`src/rtl/core/nps_pkg.sv`:
```
// shared types, constants and codes for the nearest point search block
`default_nettype none
package nps_pkg;

  // store geometry
  localparam int MAX_POINTS = 1024;
  localparam int IDX_W      = $clog2(MAX_POINTS);
  localparam int CNT_W      = $clog2(MAX_POINTS + 1);

  // field widths
  localparam int COORD_W  = 16;
  localparam int ENTRY_W  = 2 * COORD_W;
  localparam int DIFF_W   = COORD_W;
  localparam int SQ_W     = 2 * DIFF_W;
  localparam int DIST_W   = SQ_W + 1;
  localparam int ACT_W    = 2;
  localparam int STATUS_W = 2;

  // action codes
  localparam logic [ACT_W-1:0] ACT_CLEAR  = 2'd0;
  localparam logic [ACT_W-1:0] ACT_APPEND = 2'd1;
  localparam logic [ACT_W-1:0] ACT_QUERY  = 2'd2;

  // status codes
  localparam logic [STATUS_W-1:0] ST_OK    = 2'd0;
  localparam logic [STATUS_W-1:0] ST_FULL  = 2'd1;
  localparam logic [STATUS_W-1:0] ST_EMPTY = 2'd2;

  // request beat
  typedef struct packed {
    logic [ACT_W-1:0]          action;
    logic signed [COORD_W-1:0] pos_x;
    logic signed [COORD_W-1:0] pos_y;
  } req_t;

  // response beat
  typedef struct packed {
    logic [STATUS_W-1:0]       status;
    logic [IDX_W-1:0]          near_index;
    logic signed [COORD_W-1:0] near_x;
    logic signed [COORD_W-1:0] near_y;
    logic [DIST_W-1:0]         dist_sq;
  } rsp_t;

  // port of the point memory
  typedef struct packed {
    logic               we;
    logic [IDX_W-1:0]   waddr;
    logic [ENTRY_W-1:0] wdata;
    logic [IDX_W-1:0]   raddr;
  } store_req_t;

  // output of the distance pipeline
  typedef struct packed {
    logic                      valid;
    logic [IDX_W-1:0]          idx;
    logic signed [COORD_W-1:0] px;
    logic signed [COORD_W-1:0] py;
    logic [SQ_W-1:0]           sx;
    logic [SQ_W-1:0]           sy;
  } dist_t;

endpackage
`default_nettype wire

```
`src/rtl/core/nps_dist.sv`:
```
// two-stage pipeline from a stored point to squared axis distances
`default_nettype none
module nps_dist
  import nps_pkg::*;
(
  input  wire logic                      clk,
  input  wire logic                      rst,
  input  wire logic                      in_valid,
  input  wire logic [IDX_W-1:0]          in_idx,
  input  wire logic [ENTRY_W-1:0]        entry,
  input  wire logic signed [COORD_W-1:0] qx,
  input  wire logic signed [COORD_W-1:0] qy,
  output dist_t                          dout
);

  logic signed [COORD_W-1:0] px;
  logic signed [COORD_W-1:0] py;
  logic signed [COORD_W:0]   diff_x;
  logic signed [COORD_W:0]   diff_y;
  logic [COORD_W:0]          abs_x;
  logic [COORD_W:0]          abs_y;

  logic                      s1_valid;
  logic [IDX_W-1:0]          s1_idx;
  logic signed [COORD_W-1:0] s1_px;
  logic signed [COORD_W-1:0] s1_py;
  logic [DIFF_W-1:0]         s1_dx;
  logic [DIFF_W-1:0]         s1_dy;

  // absolute differences, which always fit in the coordinate width
  always_comb begin
    px     = entry[ENTRY_W-1:COORD_W];
    py     = entry[COORD_W-1:0];
    diff_x = {qx[COORD_W-1], qx} - {px[COORD_W-1], px};
    diff_y = {qy[COORD_W-1], qy} - {py[COORD_W-1], py};
    abs_x  = diff_x[COORD_W] ? (~diff_x + 1'b1) : diff_x;
    abs_y  = diff_y[COORD_W] ? (~diff_y + 1'b1) : diff_y;
  end

  // stage 1 control
  always_ff @(posedge clk) begin
    if (rst) begin
      s1_valid <= 1'b0;
    end else begin
      s1_valid <= in_valid;
    end
  end

  // stage 1 payload
  always_ff @(posedge clk) begin
    s1_idx <= in_idx;
    s1_px  <= px;
    s1_py  <= py;
    s1_dx  <= abs_x[DIFF_W-1:0];
    s1_dy  <= abs_y[DIFF_W-1:0];
  end

  // stage 2 control
  always_ff @(posedge clk) begin
    if (rst) begin
      dout.valid <= 1'b0;
    end else begin
      dout.valid <= s1_valid;
    end
  end

  // stage 2: squares
  always_ff @(posedge clk) begin
    dout.idx <= s1_idx;
    dout.px  <= s1_px;
    dout.py  <= s1_py;
    dout.sx  <= s1_dx * s1_dx;
    dout.sy  <= s1_dy * s1_dy;
  end

endmodule
`default_nettype wire

```
`config.mk`:
```
export PLATFORM = sky130hd
export DESIGN_NAME = nps_dist
export DESIGN_NICKNAME = d
export VERILOG_FILES = /design/src/rtl/core/nps_pkg.sv /design/src/rtl/core/nps_dist.sv
export SDC_FILE = /design/constraint.sdc
export NUM_CORES = 1
export LEC_CHECK = 0
export ABC_AREA = 0
export BUFFER_PORTS_ARGS = -buffer_cell sky130_fd_sc_hd__clkbuf_2
export CAP_MARGIN = 20
export CORE_MARGIN = 2
export CORE_UTILIZATION = 30
export DETAILED_ROUTE_END_ITERATION = 10
export GPL_TIMING_DRIVEN = 0
export PLACE_DENSITY_LB_ADDON = 0.3
export SYNTH_ARGS = -nofsm -noshare
export SYNTH_HDL_FRONTEND = slang
export SYNTH_SLANG_ARGS = --single-unit
export TNS_END_PERCENT = 50
```
`constraint.sdc`:
```
create_clock -name clk -period 10.7 [get_ports clk]
set_input_delay 1.07 -clock clk [delete_from_list [all_inputs] [get_ports clk]]
set_output_delay 1.07 -clock clk [all_outputs]
set_load 0.1 [all_outputs]
```
* Word level (Yosys, flattened, before mapping)
Index checks and enable logic that the tools add are counted.
** Operators by class
- $add $sub $neg :: 4
- Multipliers :: 2
- Mux-type cells :: 2
- Bitwise operators :: 2
** Operator list (count)
- 16-bit by 16-bit multiplier with 32-bit output :: 2
- 16-bit by 16-bit subtractor with 17-bit output :: 2
- 16-bit by 1-bit adder with 16-bit output, second input constant :: 2
- 16-bit two-way mux :: 2
- 16-bit NOT :: 2
** Word-level totals
- Bits in registers :: 182
- Input bits :: 77
- Output and inout port bits :: 107
- Logic and storage cells :: 22

* Longest topological paths before layout
- Depth in word-level cells :: 4
- Depth in mapped cells :: 25
- Mapped depth without buffers :: 24

* Worst setup path before layout
Ideal clock, no wire load.
- Path type :: register -> register
- Start point :: register s1_dx[14]
- End point :: register dout[62] (netlist name)
- Library setup time :: 0.072 ns
- Arrival :: 6.094 ns
- Data required time :: 10.628 ns
- Path slack :: 4.534 ns
- Cell stages (with the launch flop) :: 23
- Buffers on the path :: 2
- Clock period less this slack :: 6.166 ns
- Cells stage by stage :: dfxtp_1 > clkbuf_1 > clkbuf_1 > nand2_1 > fa_1 > fa_1 > inv_1 > fa_1 > fa_1 > fa_1 > inv_1 > fa_1 > inv_1 > ha_1 > or2_2 > o31a_1 > a32oi_1 > a21oi_1 > o31ai_1 > o21ai_0 > a211o_1 > a311oi_1 > xnor2_1
** Between the ends
- Cells in the longest elaborated chain, start to end :: 1
** RTL lines
- start, declared :: line nps_dist.sv:27 : logic [DIFF_W-1:0] s1_dx;
- start signal, assigned :: line nps_dist.sv:54 : s1_dx <= abs_x[DIFF_W-1:0];
- 16-bit by 16-bit multiplier with 32-bit output :: line nps_dist.sv:72 : dout.sx <= s1_dx * s1_dx;
- end, declared :: line nps_dist.sv:13 : output dist_t dout
Every way passes these cells.
A chain may end at the register's enable or synchronous reset.

* Final worst setup path
- Start point :: register s1_dx[1]
- End point :: register dout[62] (netlist name)
Same word-level chain as after synthesis.

==> impl_metrics.tcl <==
set metrics [dict create \
    timing.hold.worst.class "reg2reg" \
    wl_per_cell_um 14.73 \
    synth-xor-area-share_pct 5.187 \
    grt_setup_unrepaired "false" \
    netlist.top_cell.by_area "fa_1" \
    synth_mux_area_share_pct 0.4165 \
    max_freq_ghz 0.1259 \
    post_synth_and_or_nand_nor_area_fraction_pct 10.62 \
    synth.avg_cell_area_um2 9.341 \
    routed_via_density 4.489 \
    worst-slew-pin-transition_ps 907.2 \
    nFillCells 6996 \
    cts.hold.buffers_added 0 \
    drt_pre_antenna_iters 5 \
    grt_first_pass_wirelength_um 80740 \
    post_synth_inst_count 2187 \
    synth_top_cell_area_share_pct 31.95 \
    holdCritStartpoint "s1_px[11]" \
    cp_max_fo 10 \
    timing.setup.tns_ps 0 \
    die_area_um2 70200 \
    cts-resized-gates 0 \
    finalWorstPathRequiredPeriod_ps 7941 \
    synth_top_flop_cell "dfxtp_1" \
    slew_viol_final 0 \
    core_um2 67280 \
    worst-endpoint-arrival_ps 8350 \
    part_of_the_yosys_area_used_for_sequential_elements_pct 17.64 \
    ant_nets 0 \
    synth.ff_latch_count 180 \
    synthMostInstantiatedCell "inv_1" \
    fin_worst_skew_ps 18.41 \
    core.rowCount 95 \
    detailed_place_hpwl_um 40800 \
    start_util_pct 30.37 \
    clock_tree.htree_level_count 4 \
    post_route_clock_period_utilization_pct 74.21 \
    overflow 0 \
    antenna_found_initial 2 \
    clk_path_buf_depth 2 \
    cts_tree "built" \
    timing.max_cap.violations 0 \
    synth_top_cells_by_count "550 x inv_1, 326 x fa_1, 237 x ha_1" \
    synth_edf_count 0 \
    layout.nets 3028 \
    drt_drc_violations_left 0 \
    timing.max_slew.rel_slack_pct 39.01 \
    tritoncts.num_buffers 17 \
    status "completed" \
    floorplan.die.width_um 265.0 \
    critical_path_start_type "flop" \
    ys_async_sr_fraction_pct 0 \
    clkTransAtPathRegs_ps 80 \
    synth_compound_area_share_pct 8.599 \
    clk_root_buffer_cell "clkbuf_16" \
    synth_top_family_by_area "adder cells" \
    place_congestion 0.8813 \
    synthToLayoutAreaGrowth_pct 12.70 \
    cp_data_required_time_ps 11110 \
    synth_adder_area_share_pct 46.46 \
    final_layout_size_suffix_gt1_share_pct 10.33 \
    tritoncts_num_sinks 180 \
    hold_viol_final 0 \
    synth.distinct_cells 65 \
    track_usage_pct 14.56 \
    report.final.setup_viol 0 \
    vias 14703 \
    post_cts_buffers 0 \
    crit_path_end_kind "flop" \
    insertion_delay_ps 490 \
    die-height_um 265.0 \
    grt_pass1_vias 15904 \
    detail_route.wirelength_um 48230 \
    top_level_ports 184 \
    synthesis.area_um2 20430 \
    timing.setup.critical_path_class "reg2reg" \
    grt_start_max_net_pins 19 \
    yosys_warnings 0 \
    synth.area.top_cells "fa_1 32%, dfxtp_1 18%, ha_1 15%, inv_1 10%, xnor2_1 3.7%" \
    rr_startpoint "s1_dx[1]" \
    drt_iter0_markers 614 \
    place.port_buffers 181 \
    critPathLaunch "s1_dx[1]" \
]
==> state kept, by name, summed over array words and instances (netlist names) <==
| signal | flops |
|---|---|
| s1_px | 16 |
| s1_valid | 1 |
| s1_py | 16 |
| s1_dy | 16 |
| dout | 105 |
| s1_dx | 16 |
| s1_idx | 10 |
==> logic make-up after synthesis <==
kind of cell	after synthesis
AO/OA/AOI/OAI	267
XOR/XNOR	121
AND/OR/NAND/NOR	449
buffers and inverters	598
other	1
multiplexers	8
adder cells (fa/ha/maj)	563
flip-flops	180
==> worst max-delay path: stages (launching register included) <==
cell	delay, ps
dfxtp_1	330
clkbuf_1	460
clkbuf_1	570
nand2_1	150
fa_1	500
inv_1	60
ha_1	170
a21o_1	170
fa_1	530
inv_1	50
fa_1	520
inv_1	50
fa_1	480
inv_1	50
fa_1	520
inv_1	50
ha_1	340
a21oi_1	220
o21ai_0	220
a32oi_1	330
a21oi_1	120
o31ai_1	780
o21ai_0	350
a211o_1	390
a311oi_1	300
xnor2_1	160
==> final cells by class <==
class | count | area, um2 | share of cell area (%)
diodes | 1 | 2.502 | 0.01087
repair buffers | 181 | 905.9 | 3.935
flip-flops and latches | 180 | 3603 | 15.65
clock inverters | 15 | 163.9 | 0.7119
clock buffers | 17 | 425.4 | 1.848
inverters | 550 | 2064 | 8.967
well taps | 873 | 1092 | 4.744
multi-input cells | 1410 | 14570 | 63.28
plain buffers | 48 | 195.2 | 0.8478
==> worst paths after layout <==
path / cells past startpoint / end / slack, ps
setup / recovery: 25 / dout[62] / 2760
hold / removal: 0 / dout[91] / 320
setup reg to reg: 25 / dout[62] / 2760
hold reg to reg: 0 / dout[91] / 320
==> per-layer routing <==
| metal | track usage (%) | vias up | wire, um |
|---|---|---|---|
| li1 | - | 7111 | - |
| met4 | 3.833 | 0 | 754 |
| met2 | 23.54 | 338 | 22160 |
| met5 | 0 | - | 0 |
| met3 | 3.614 | 43 | 2859 |
| met1 | 19.41 | 7211 | 22460 |
==> through the flow <==
stage               hold WS (ps)  cell area (um2)  setup slack (ps)  std cells  utilization [%]
global placement           309.8            22430              2932       3242            33.34
global route               334.7            23020              2455       3274            34.22
finish                     323.2            23020              2759       3275            34.22
detailed placement         312.1            22430              2886       3242            33.34
floorplan                  309.6            20430              4534       2188                -
CTS                        329.8            23020              2855       3274            34.22
==> placed cells by master (no fill, tap or decap), types with 11 or more instances in the layout <==
cell	instances
xor2_1	35
and2_1	83
a21o_1	34
or2_2	12
dfxtp_1	180
nor2b_1	16
inv_1	550
o21ai_0	43
a21oi_1	81
clkbuf_16	17
nand2b_1	11
clkbuf_2	181
a31oi_1	11
xnor2_1	86
ha_1	237
o21bai_1	18
nor2_1	78
nand3_1	20
fa_1	326
clkbuf_1	45
nand2_1	184
Power is not shown: default switching activity piles up to over one toggle a cycle in this logic, so the estimate is an artifact.
